**src/rtl/hce_pkg.sv**
```systemverilog
// shared widths, register indexes and encoding helpers of the hamming encoder
`timescale 1ns / 1ps

package hce_pkg;

  // field widths
  localparam int DATA_W        = 57;
  localparam int CW_W          = 63;
  localparam int PC_W          = 3;
  localparam int LEN_W         = 6;
  localparam int NUM_PAR       = 6;
  localparam int MAX_DATA_BITS = 57;

  // stream widths, padded to whole bytes
  localparam int S_TDATA_W = ((DATA_W + 7) / 8) * 8;
  localparam int M_TDATA_W = ((CW_W + PC_W + LEN_W + 7) / 8) * 8;

  // configuration port
  localparam int CFG_IDX_W  = 2;
  localparam int CFG_DATA_W = 6;

  localparam logic [CFG_IDX_W-1:0] REG_DATA_LEN   = 2'd0;
  localparam logic [CFG_IDX_W-1:0] REG_INJECT_EN  = 2'd1;
  localparam logic [CFG_IDX_W-1:0] REG_INJECT_POS = 2'd2;

  // register reset values
  localparam logic [LEN_W-1:0] DATA_LEN_RST   = 6'd9;
  localparam logic [LEN_W-1:0] INJECT_POS_RST = 6'd1;

  // one result request, codeword in the low bits
  typedef struct packed {
    logic [LEN_W-1:0] codeword_len;
    logic [PC_W-1:0]  parity_count;
    logic [CW_W-1:0]  codeword;
  } result_t;

  // true for position numbers that hold a parity bit
  function automatic bit is_pow2(input int p);
    return (p != 0) && ((p & (p - 1)) == 0);
  endfunction

  // positions covered by parity bit k
  function automatic logic [CW_W-1:0] par_mask(input int k);
    logic [CW_W-1:0] m;
    m = '0;
    for (int p = 1; p <= CW_W; p++) begin
      m[p-1] = ((p >> k) & 1) != 0;
    end
    return m;
  endfunction

  // least r with 2^r >= len + r + 1, for len in 1..57
  function automatic logic [PC_W-1:0] parity_count(input logic [LEN_W-1:0] len);
    logic [PC_W-1:0] r;
    priority if (len <= 6'd1) begin
      r = 3'd2;
    end else if (len <= 6'd4) begin
      r = 3'd3;
    end else if (len <= 6'd11) begin
      r = 3'd4;
    end else if (len <= 6'd26) begin
      r = 3'd5;
    end else begin
      r = 3'd6;
    end
    return r;
  endfunction

endpackage

```
**src/rtl/hamming_code_encoder_unit.sv**
```systemverilog
// hamming encoder for variable-length data words, one word per cycle while m_axis does not stall
`timescale 1ns / 1ps

// channel   | direction | payload (lowest bit first)
// s_axis    | in        | tdata: data_word[56:0], zero pad to 64
// m_axis    | out       | tdata: codeword[62:0], parity_count[65:63], codeword_len[71:66]
// cfg       | in        | cfg_idx_i selects data_len, inject_enable, inject_position
//
// one request per cycle sustained while m_axis does not stall; an accepted request reaches m_axis valid
// through an input register that feeds the encode logic, whose result lands in the output register
// reset clears both valid flags and loads data_len 9, injection off, inject_position 1
// a stalled output holds its result; the input register still advances into a free slot

module hamming_code_encoder_unit (
  input  logic                             clk_i,
  input  logic                             rst_ni,
  // configuration writes
  input  logic                             cfg_we_i,
  input  logic [hce_pkg::CFG_IDX_W-1:0]    cfg_idx_i,
  input  logic [hce_pkg::CFG_DATA_W-1:0]   cfg_wdata_i,
  // input stream
  input  logic                             s_axis_tvalid_i,
  output logic                             s_axis_tready_o,
  input  logic [hce_pkg::S_TDATA_W-1:0]    s_axis_tdata_i,  // data_word
  // output stream
  output logic                             m_axis_tvalid_o,
  input  logic                             m_axis_tready_i,
  output logic [hce_pkg::M_TDATA_W-1:0]    m_axis_tdata_o   // codeword, parity_count, codeword_len
);

  // configuration registers
  logic [hce_pkg::LEN_W-1:0] data_len_q;
  logic                      inject_en_q;
  logic [hce_pkg::LEN_W-1:0] inject_pos_q;

  always_ff @(posedge clk_i or negedge rst_ni) begin
    if (!rst_ni) begin
      data_len_q   <= hce_pkg::DATA_LEN_RST;
      inject_en_q  <= 1'b0;
      inject_pos_q <= hce_pkg::INJECT_POS_RST;
    end else if (cfg_we_i) begin
      unique case (cfg_idx_i)
        hce_pkg::REG_DATA_LEN:   data_len_q   <= cfg_wdata_i[hce_pkg::LEN_W-1:0];
        hce_pkg::REG_INJECT_EN:  inject_en_q  <= cfg_wdata_i[0];
        hce_pkg::REG_INJECT_POS: inject_pos_q <= cfg_wdata_i[hce_pkg::LEN_W-1:0];
        default: ;
      endcase
    end
  end

  // pipeline handshake
  logic in_valid_q;
  logic out_valid_q;
  logic out_free;
  logic in_free;

  assign out_free        = !out_valid_q || m_axis_tready_i;
  assign in_free         = !in_valid_q || out_free;
  assign s_axis_tready_o = in_free;
  assign m_axis_tvalid_o = out_valid_q;

  always_ff @(posedge clk_i or negedge rst_ni) begin
    if (!rst_ni) begin
      in_valid_q  <= 1'b0;
      out_valid_q <= 1'b0;
    end else begin
      if (in_free) begin
        in_valid_q <= s_axis_tvalid_i;
      end
      if (out_free) begin
        out_valid_q <= in_valid_q;
      end
    end
  end

  // input data register
  logic [hce_pkg::DATA_W-1:0] data_q;

  always_ff @(posedge clk_i) begin
    if (in_free && s_axis_tvalid_i) begin
      data_q <= s_axis_tdata_i[hce_pkg::DATA_W-1:0];
    end
  end

  // clamp the configured length to 1..MAX_DATA_BITS
  logic [hce_pkg::LEN_W-1:0] len_eff;
  logic [hce_pkg::PC_W-1:0]  par_cnt;
  logic [hce_pkg::LEN_W-1:0] total_len;
  logic [hce_pkg::DATA_W-1:0] data_mask;
  logic [hce_pkg::DATA_W-1:0] data_used;

  always_comb begin
    priority if (data_len_q == '0) begin
      len_eff = hce_pkg::LEN_W'(1);
    end else if (data_len_q > hce_pkg::LEN_W'(hce_pkg::MAX_DATA_BITS)) begin
      len_eff = hce_pkg::LEN_W'(hce_pkg::MAX_DATA_BITS);
    end else begin
      len_eff = data_len_q;
    end
  end

  assign par_cnt   = hce_pkg::parity_count(len_eff);
  assign total_len = len_eff + hce_pkg::LEN_W'(par_cnt);
  assign data_mask = ~({hce_pkg::DATA_W{1'b1}} << len_eff);
  assign data_used = data_q & data_mask;

  // scatter data bits: the n-th non-parity position from the bottom holds data bit n
  logic [hce_pkg::CW_W-1:0] cw_data;

  for (genvar p = 1; p <= hce_pkg::CW_W; p++) begin : g_pos
    if (hce_pkg::is_pow2(p)) begin : g_par
      assign cw_data[p-1] = 1'b0;
    end else begin : g_dat
      assign cw_data[p-1] = data_used[p-1-$clog2(p)];
    end
  end

  // even parity per check bit; unused check bits come out zero
  logic [hce_pkg::NUM_PAR-1:0] par;
  logic [hce_pkg::CW_W-1:0]    cw_par;

  always_comb begin
    cw_par = cw_data;
    for (int k = 0; k < hce_pkg::NUM_PAR; k++) begin
      par[k] = ^(cw_data & hce_pkg::par_mask(k));
      cw_par[(1 << k) - 1] = par[k];
    end
  end

  // error injection on one in-range position
  logic                     inject_hit;
  logic [hce_pkg::CW_W-1:0] inject_vec;
  hce_pkg::result_t         res_d;
  hce_pkg::result_t         res_q;

  assign inject_hit = inject_en_q && (inject_pos_q != '0) && (inject_pos_q <= total_len);
  assign inject_vec = inject_hit ?
                      (hce_pkg::CW_W'(1) << (inject_pos_q - hce_pkg::LEN_W'(1))) : '0;

  always_comb begin
    res_d.codeword     = cw_par ^ inject_vec;
    res_d.parity_count = par_cnt;
    res_d.codeword_len = total_len;
  end

  // output result register
  always_ff @(posedge clk_i) begin
    if (out_free && in_valid_q) begin
      res_q <= res_d;
    end
  end

  assign m_axis_tdata_o = hce_pkg::M_TDATA_W'(res_q);

endmodule
```
**config.mk**
```make
export PLATFORM = sky130hd
export DESIGN_NAME = hamming_code_encoder_unit
export DESIGN_NICKNAME = d
export VERILOG_FILES = /design/src/rtl/hce_pkg.sv /design/src/rtl/hamming_code_encoder_unit.sv
export SDC_FILE = /design/constraint.sdc
export NUM_CORES = 1
export LEC_CHECK = 0
export ABC_AREA = 1
export CORE_ASPECT_RATIO = 0.75
export CORE_MARGIN = 5
export CORE_UTILIZATION = 26
export DETAILED_ROUTE_END_ITERATION = 8
export DONT_BUFFER_PORTS = 1
export PLACE_DENSITY_LB_ADDON = 0.15
export SLEW_MARGIN = 20
export SYNTH_ARGS = -nofsm -noshare
export SYNTH_HDL_FRONTEND = slang
export SYNTH_SLANG_ARGS = --single-unit
```
**constraint.sdc**
```tcl
create_clock -name clk_i -period 6.2 [get_ports clk_i]
set_clock_uncertainty 0.15 [all_clocks]
set_input_delay 0.31 -clock clk_i [delete_from_list [all_inputs] [get_ports clk_i]]
set_output_delay 0.31 -clock clk_i [all_outputs]
set_load 0.05 [all_outputs]
```
After elaboration in Yosys (flattened, before gate mapping)
Cells that the tools add are included.
{ "classes": {"addsub": 2, "n_mux": 7, "bitwise": 3, "order_cmp": 6, "shifts": 2, "n_eq_ne": 2, "reduce_logical": 20} }
{ "ops": {"columns": ["cell", "n"], "rows": [
  ["$reduce_xor 63->1", 6],
  ["$mux 63", 1],
  ["$shl 1x6->63 const A", 1],
  ["$xor 63x63->63", 1],
  ["$and 57x57->57", 1],
  ["$not 57->57", 1],
  ["$shl 57x6->57 const A", 1],
  ["$mux 6", 2],
  ["$add 6x3->6", 1],
  ["$gt 6x6->1 const B", 1],
  ["$le 6x1->1 const B", 1],
  ["$le 6x3->1 const B", 1],
  ["$le 6x4->1 const B", 1],
  ["$le 6x5->1 const B", 1],
  ["$le 6x6->1", 1],
  ["$logic_not 6->1", 1],
  ["$mux 3", 2],
  ["$reduce_and 2->1", 3],
  ["$reduce_bool 6->1", 1],
  ["$sub 6x1->6 const B", 1],
  ["$logic_and 1x1->1", 4],
  ["$mux 2", 2],
  ["$eq 2x1->1 const B", 1],
  ["$eq 2x2->1 const B", 1],
  ["3 further kinds", 5]
]} }
{ "word_totals": {"regBits": 144, "out_inout_bits": 74, "wordCells": 51, "input_bits": 77} }

Logic depth before layout (Yosys ltp)
Gate-level depths: netlist of run 1.
{ "depth": {"ltp_word": 13, "mapped_depth": 33, "ltp_nobuf": 32} }

Worst setup path after synthesis of run 1
No wires, ideal clock.
{ "synth_path": {"path_kind": "register to register", "startpoint": "register out_valid_q (netlist: m_axis_tvalid_o)", "endpoint": "register res_q, in the netlist m_axis_tdata_o[0] (enable)", "required_time_ps": 5525, "synth_period_minus_slack_ps": 4852, "setup_time_ps": 525, "setup_slack_ps": 1348, "arrival_ps": 4176, "path_stages_with_launch": 2, "n_path_buf": 0, "path_cell_list": "dfrtp_1 -> a21oi_1"} }
{ "synth_between": {"elab_chain_cells": 3} }
{ "synth_rtl": {"columns": ["element", "line_no", "rtl"], "rows": [
  ["start, declared", "hamming_code_encoder_unit.sv:53", "logic out_valid_q;"],
  ["start signal, assigned", "hamming_code_encoder_unit.sv:71", "out_valid_q <= in_valid_q;"],
  ["$logic_not 1->1", "hamming_code_encoder_unit.sv:57", "assign out_free = !out_valid_q || m_axis_tready_i;"],
  ["$logic_or 1x1->1", "hamming_code_encoder_unit.sv:57", null],
  ["$logic_and 1x1->1", "hamming_code_encoder_unit.sv:148", "if (out_free && in_valid_q) begin"],
  ["end signal, assigned", "hamming_code_encoder_unit.sv:149", "res_q <= res_d;"],
  ["end, declared", "hamming_code_encoder_unit.sv:134", "hce_pkg::result_t res_q;"]
]} }
Every way passes these cells.
A chain may end at the register's enable or synchronous reset.

==> flow_summary.yaml, run 1 <==
place:
  io_buffer_count: 0
  post-place-ws_ps: 792
  numPlacedInstances: 1717
  gp_routability_congestion: 0.922
  place_hpwl_um: 27900
power_and_ir_drop:
  portion_of_total_power_attributed_to_the_clock_network: 0.262
  p_leak_uw: 0.00531
  power_share_of_the_sequential_group: 0.403
  pwr_density_cell_nw_per_um2: 347
  p_total_uw: 3970
  switching_power_uw: 1740
  irDropWorstVdd_mv: 0.139
  internal-power_uw: 2240
  power.combinational.fraction: 0.335
  switching_part_of_the_total_power: 0.437
job:
  maxCapViolations: 0
sta:
  hold_viol_final: 0
  period_needed_ps: 5430
  grt_setup_unrepaired: "no"
  tightest_slew_ps: 767
  totalNegativeSetupSlack_ps: 0
  layout_setup_ws_ps: 771
  drv_slew: 0
  setup_viol_count_final: 0
  highest_clock_frequency_the_design_can_meet_mhz: 184
  timing.slew.headroom: 0.487
  crit_share_post_route: 0.876
yosys:
  postSynthAreaPerCell_um2: 7.60
  synth_cells: 1253
  synth_sequential_area_ratio: 0.446
  synth_edf_count: 129
  asyncSetResetFlopFracSynth: 0.104
  post_synth_instance_area_um2: 9530
  synthDistinctLibCells: 38
  ys.flop_type: "sky130_fd_sc_hd__edfxtp_1"
  synth_net_count: 1340
  yosysWarningCount: 0
  synth_register_bits: 144
clock_network:
  clockRootBuffer: "sky130_fd_sc_hd__clkbuf_16"
  h-tree-depth: 4
  cts-buffers-inserted: 17
  clkSinkCount: 144
  ctsLongestPathBuffers: 2
  postCtsResizedCells: 0
  path_clk_slew_ps: 70
  tritoncts: "yes"
  cts-hold-fix-buffers: 69
  cts.repair_timing.setup_buffer_count: 0
  insertion_delay_ps: 460
routing:
  drt_drc_violations_left: 0
  via_count_of_the_routed_design: 8201
  detailedRoute.firstPassIterationCount: 5
  wire_per_inst_um: 18.6
  detail_route_antenna_nets: 0
  wirelength_um: 33900
  vias_per_cell: 4.51
  drt_first_iter_violations: 730
global_routing:
  vias_in_the_first_global_route: 7712
  grt_pass1_wl_um: 49600
  maximum_number_of_pins_on_one_net_before_global_route_repair: 48
  initial_antenna_violation_count: 0
  total_routing_usage_gr: 0.167
  met1_usage: 0.250
  met2_usage: 0.240
  global_route.peak_usage_layer: "met1"
  gr-usage-met3: 0.0365
  grt_overflow: 0
worst_setup_path:
  critical_path_depth: 28
  r2r.worst_path.cells: 28
  worst_path_max_delay_cell: "sky130_fd_sc_hd__dfstp_2"
  startpoint_type: "flop"
  critPathCaptureType: "flop"
  cp_max_fo: 10
  cp_data_required_time_ps: 6250
  worstPathArrival_ps: 5470
  slowest_delay_ps: 630
  timing.critical_path.max_delay_family: "simple AND/OR/NAND/NOR gates"
  critPathBufInv: 5
  cp_common_cell: "sky130_fd_sc_hd__nand2_1"
  path_class: "flop to flop"
layout:
  antenna-diode-count: 0
  drive_gt1_frac: 0.0886
  nFillCells: 3825
  final_net_count: 1428
  areaGrowthSynthToFinish_pct: 20.1
  post_layout_nonfiller_instances: 1819
floorplanning:
  fp.dieArea_um2: 40600
  initial_core_util: 0.264
  floorplan.die.height_um: 176
  design.core.area_um2: 36000
  num_rows: 60
  pin_count: 151
  die_x_um: 231
min_path:
  timing.hold.worst_path_depth: 2
  hold_path.class: "input pin to flop"
status:
  status: "completed"
[cell usage after synthesis (2+ instances only)]
| cell type | instances | share of area |
|---|---|---|
| sky130_fd_sc_hd__a21oi_1 | 8 | 0.0042 |
| sky130_fd_sc_hd__a21oi_2 | 2 | 0.0018 |
| sky130_fd_sc_hd__buf_2 | 5 | 0.0026 |
| sky130_fd_sc_hd__buf_4 | 4 | 0.0032 |
| sky130_fd_sc_hd__buf_6 | 3 | 0.0035 |
| sky130_fd_sc_hd__clkbuf_1 | 6 | 0.0024 |
| sky130_fd_sc_hd__clkinv_1 | 2 | 0.00079 |
| sky130_fd_sc_hd__dfrtp_1 | 12 | 0.032 |
| sky130_fd_sc_hd__dfstp_2 | 3 | 0.0083 |
| sky130_fd_sc_hd__edfxtp_1 | 129 | 0.41 |
| sky130_fd_sc_hd__ha_1 | 9 | 0.012 |
| sky130_fd_sc_hd__inv_1 | 160 | 0.063 |
| sky130_fd_sc_hd__inv_2 | 15 | 0.0059 |
| sky130_fd_sc_hd__nand2_1 | 486 | 0.19 |
| sky130_fd_sc_hd__nand2_2 | 16 | 0.011 |
| sky130_fd_sc_hd__nand2_4 | 6 | 0.0071 |
| sky130_fd_sc_hd__nand3_1 | 150 | 0.079 |
| sky130_fd_sc_hd__nand3_2 | 2 | 0.0021 |
| sky130_fd_sc_hd__nand3_4 | 2 | 0.0037 |
| sky130_fd_sc_hd__nand3b_1 | 3 | 0.0024 |
| sky130_fd_sc_hd__nand4_1 | 17 | 0.011 |
| sky130_fd_sc_hd__nand4_2 | 3 | 0.0039 |
| sky130_fd_sc_hd__nor2_1 | 74 | 0.029 |
| sky130_fd_sc_hd__nor2_2 | 12 | 0.0079 |
| sky130_fd_sc_hd__nor2_4 | 2 | 0.0024 |
| sky130_fd_sc_hd__nor3_1 | 5 | 0.0026 |
| sky130_fd_sc_hd__o21ai_0 | 17 | 0.0089 |
| sky130_fd_sc_hd__o21ai_2 | 4 | 0.0037 |
| sky130_fd_sc_hd__xnor2_1 | 19 | 0.017 |
| sky130_fd_sc_hd__xor2_1 | 69 | 0.063 |
[flip-flops by register name (all words and copies together) (netlist names)]
register         count
inject_pos_q         6
m_axis_tvalid_o      1
data_q              57
data_len_q           6
inject_en_q          1
m_axis_tdata_o      72
in_valid_q           1
[final timing paths]
kind	slack (ps)	end	start
min in group asynchronous	220	data_len_q[1]$_DFFE_PN0P_	rst_ni
worst max-delay path	770	m_axis_tdata_o[53]$_DFFE_PP_	data_len_q[3]$_DFFE_PN1P_
worst min register to register	350	m_axis_tvalid_o$_DFFE_PN0P_	in_valid_q$_DFFE_PN0N_
max in group asynchronous	5200	in_valid_q$_DFFE_PN0N_	rst_ni
worst max register to register	770	m_axis_tdata_o[53]$_DFFE_PP_	data_len_q[3]$_DFFE_PN1P_
worst min-delay path	120	data_len_q[0]$_DFFE_PN1P_	cfg_we_i
[through the flow]
| step | util | hold slack (ps) | cell area, µm² |
|---|---|---|---|
| 3_3_place_gp | 0.281 | -135 | 10100 |
| 5_1_grt | 0.318 | 150 | 11400 |
| 2_1_floorplan | - | -136 | 9530 |
| 6_report | 0.318 | 117 | 11400 |
| 3_5_place_dp | 0.281 | -135 | 10100 |
| 4_1_cts | 0.317 | 79.7 | 11400 |
[metal layers]
layer,part of all wire,vias to the layer above
met1,0.51,3757
met5,0,-
li1,-,4174
met4,0.017,0
met2,0.41,242
met3,0.058,28
[final cells by class]
cell class	instances	area [µm²]	share of cell area
Tap cell	465	582	0.0509
Clock buffer	17	425	0.0372
Inverter	178	673	0.0588
Multi-Input combinational cell	913	4500	0.393
Sequential cell	144	4250	0.372
Clock inverter	15	161	0.0141
Timing Repair Buffer	87	846	0.0739
[worst register-to-register path: cells and delay by family (launching register included)]
family	cells	cell delay (ps)
compound gates	4	710
flops	1	630
buf+inv	5	630
simple gates	14	1710
xor+xnor	2	410
fa+ha+maj	3	910
[placed cells by master (no fill, tap or decap), drive strengths merged, types with 7 or more instances in the layout]
master       Yosys  routed
nor2            88      88
nand3          154     154
o21ai           22      22
xor2            69      69
inv            176     180
a21oi           10      10
ha               9       9
nand2          508     508
dfrtp           12      12
dlygate4sd3      0      69
clkbuf           6      17
clkinv           2       7
xnor2           19      19
nand4           20      20
edfxtp         129     129
buf             12      18
[power groups by stage]
stage | clock, µW | combinational, µW | sequential [µW]
after floorplan | 0 | 921 | 1580
after global placement | 0 | 1280 | 1630
after detailed placement | 0 | 1290 | 1630
after CTS | 1080 | 1330 | 1610
after global routing | 1120 | 1520 | 1620
final | 1040 | 1330 | 1600
[cell families after synthesis]
family,count (synthesis),share of synthesized area
flip-flops,144,0.446
buffers and inverters,196,0.0823
adder cells (fa/ha/maj),10,0.0139
AO/OA/AOI/OAI,34,0.0213
XOR/XNOR,88,0.0809
AND/OR/NAND/NOR,781,0.355
Note: power is estimated with default switching activity, not from simulation.
==> run 2: changes to the inputs <==
--- a/config.mk
+++ b/config.mk
@@ -11,8 +11,10 @@
 export CORE_UTILIZATION = 26
 export DETAILED_ROUTE_END_ITERATION = 8
 export DONT_BUFFER_PORTS = 1
-export PLACE_DENSITY_LB_ADDON = 0.15
+export PLACE_DENSITY = 0.48
+export SKIP_LAST_GASP = 1
 export SLEW_MARGIN = 20
 export SYNTH_ARGS = -nofsm -noshare
 export SYNTH_HDL_FRONTEND = slang
 export SYNTH_SLANG_ARGS = --single-unit
+export TNS_END_PERCENT = 100
==> flow_summary.yaml, run 2 (synthesis results as in run 1) <==
layout:
  drive_gt1_frac: 0.0873
  final_common_cell: "sky130_fd_sc_hd__nand2_1"
  layout.area.seq_um2: 4250
  multi_input_area_um2: 4500
  nFillCells: 3822
  flip_flop_count_of_the_largest_register_after_layout: 72
  final_net_count: 1425
  top_library_cells_by_usage_in_the_layout_fill_and_taps_aside: "sky130_fd_sc_hd__nand2_1 (486), sky130_fd_sc_hd__inv_1 (159), sky130_fd_sc_hd__nand3_1 (150)"
  areaGrowthSynthToFinish_pct: 19.7
  antenna-diode-count: 0
  final_design_area_no_fill_um2: 11400
global_routing:
  initial_antenna_violation_count: 0
  grt_pass1_wl_um: 49300
  grt_overflow: 0
  gr-usage-met3: 0.0372
  global_route.peak_usage_layer: "met1"
  total_routing_usage_gr: 0.164
  maximum_number_of_pins_on_one_net_before_global_route_repair: 73
  met2_usage: 0.239
  met1_usage: 0.241
  vias_in_the_first_global_route: 7829
floorplanning:
  fp.dieArea_um2: 40600
  die_x_um: 231
  design.core.area_um2: 36000
  num_rows: 60
  floorplan.die.height_um: 176
  pin_count: 151
  initial_core_util: 0.264
clock_network:
  ctsLongestPathBuffers: 2
  cts.repair_timing.setup_buffer_count: 0
  tritoncts: "yes"
  insertion_delay_ps: 460
  clkSinkCount: 144
  cts-buffers-inserted: 17
  cts-hold-fix-buffers: 69
  postCtsResizedCells: 0
  path_clk_slew_ps: 70
  clockRootBuffer: "sky130_fd_sc_hd__clkbuf_16"
  h-tree-depth: 4
job:
  maxCapViolations: 0
place:
  io_buffer_count: 0
  place_area_um2: 10100
  gp_routability_congestion: 0.926
  place_hpwl_um: 27000
min_path:
  hold_path.class: "input pin to flop"
worst_setup_path:
  critPathCaptureType: "flop"
  cp_max_fo: 10
  worst_path_max_delay_cell: "sky130_fd_sc_hd__dfrtp_1"
  path_class: "flop to flop"
  slowest_delay_ps: 800
  cp_common_cell: "sky130_fd_sc_hd__nand2_1"
  worstPathArrival_ps: 5610
  startpoint_type: "flop"
  cp_data_required_time_ps: 6270
power_and_ir_drop:
  irDropWorstVdd_mv: 0.140
  pwr_density_cell_nw_per_um2: 346
  p_leak_uw: 0.00531
routing:
  drt_drc_violations_left: 0
  vias_per_cell: 4.59
  wire_per_inst_um: 18.4
  detailedRoute.firstPassIterationCount: 5
  wirelength_um: 33400
  detail_route_antenna_nets: 0
  via_count_of_the_routed_design: 8332
  drt_first_iter_violations: 682
sta:
  period_needed_ps: 5540
  grt_setup_unrepaired: "no"
  setup_viol_count_final: 0
  hold_viol_final: 0
  totalNegativeSetupSlack_ps: 0
  highest_clock_frequency_the_design_can_meet_mhz: 180
  drv_slew: 0
  timing.slew.headroom: 0.308
  tightest_slew_ps: 1040
  holdWs_ps: 111
  crit_share_post_route: 0.894
status:
  status: "completed"
## run 2: changes by cell type in the layout (fill, tap and decap cells not counted), sizes merged
cell      change
clkinvlp      -3
clkinv        +2
bufinv        -2
clkbuf        +5
inv           -2
buf           -3
## run 2: final timing paths
check,startpoint,to,slack (ps),cells after the start
min in group asynchronous,rst_ni,inject_pos_q[2]$_DFFE_PN0P_,200,1
worst min register to register,in_valid_q$_DFFE_PN0N_,m_axis_tvalid_o$_DFFE_PN0P_,370,2
worst max-delay path,data_len_q[4]$_DFFE_PN0P_,m_axis_tdata_o[15]$_DFFE_PP_,660,29
worst min-delay path,cfg_we_i,data_len_q[3]$_DFFE_PN1P_,110,2
max in group asynchronous,rst_ni,data_len_q[5]$_DFFE_PN0P_,5240,1
worst max register to register,data_len_q[4]$_DFFE_PN0P_,m_axis_tdata_o[15]$_DFFE_PP_,660,29
## run 2: worst max-delay path, delay by kind of cell (launching register included)
| kind | cells | cell delay, ps |
|---|---|---|
| AOI/OAI and AO/OA | 4 | 670 |
| buffers and inverters | 3 | 220 |
| adders and majority gates | 3 | 920 |
| xor gates and xnor gates | 2 | 620 |
| DFF | 1 | 800 |
| and+or+nand+nor | 17 | 1900 |
## run 2: report_power, final
group          internal [µW]  switching (µW)
logic                    397             904
clock network            595             441
registers               1240             372
## run 2: layout make-up
cell class / instances / area share
clock inverter: 10 / 0.00636
sequential: 144 / 0.373
inverter: 178 / 0.0590
tap: 465 / 0.0510
timing repair buffer: 84 / 0.0704
multi-input combinational: 913 / 0.395
clock buffer: 22 / 0.0454
## run 2: per-stage QoR
stage	instances	util	setup WS [ps]	total power (µW)
3_3_place_gp	1715	0.281	866	2880
2_1_floorplan	1253	-	1350	2500
4_1_cts	1816	0.316	728	3990
6_report	1816	0.316	656	3950
3_5_place_dp	1715	0.281	755	2890
5_1_grt	1816	0.316	130	4200
## run 2: metal layers
layer | wire (µm) | share of wire
met1 | 16800 | 0.50
met2 | 13800 | 0.41
met3 | 2160 | 0.065
met4 | 656 | 0.020
met5 | 0 | 0
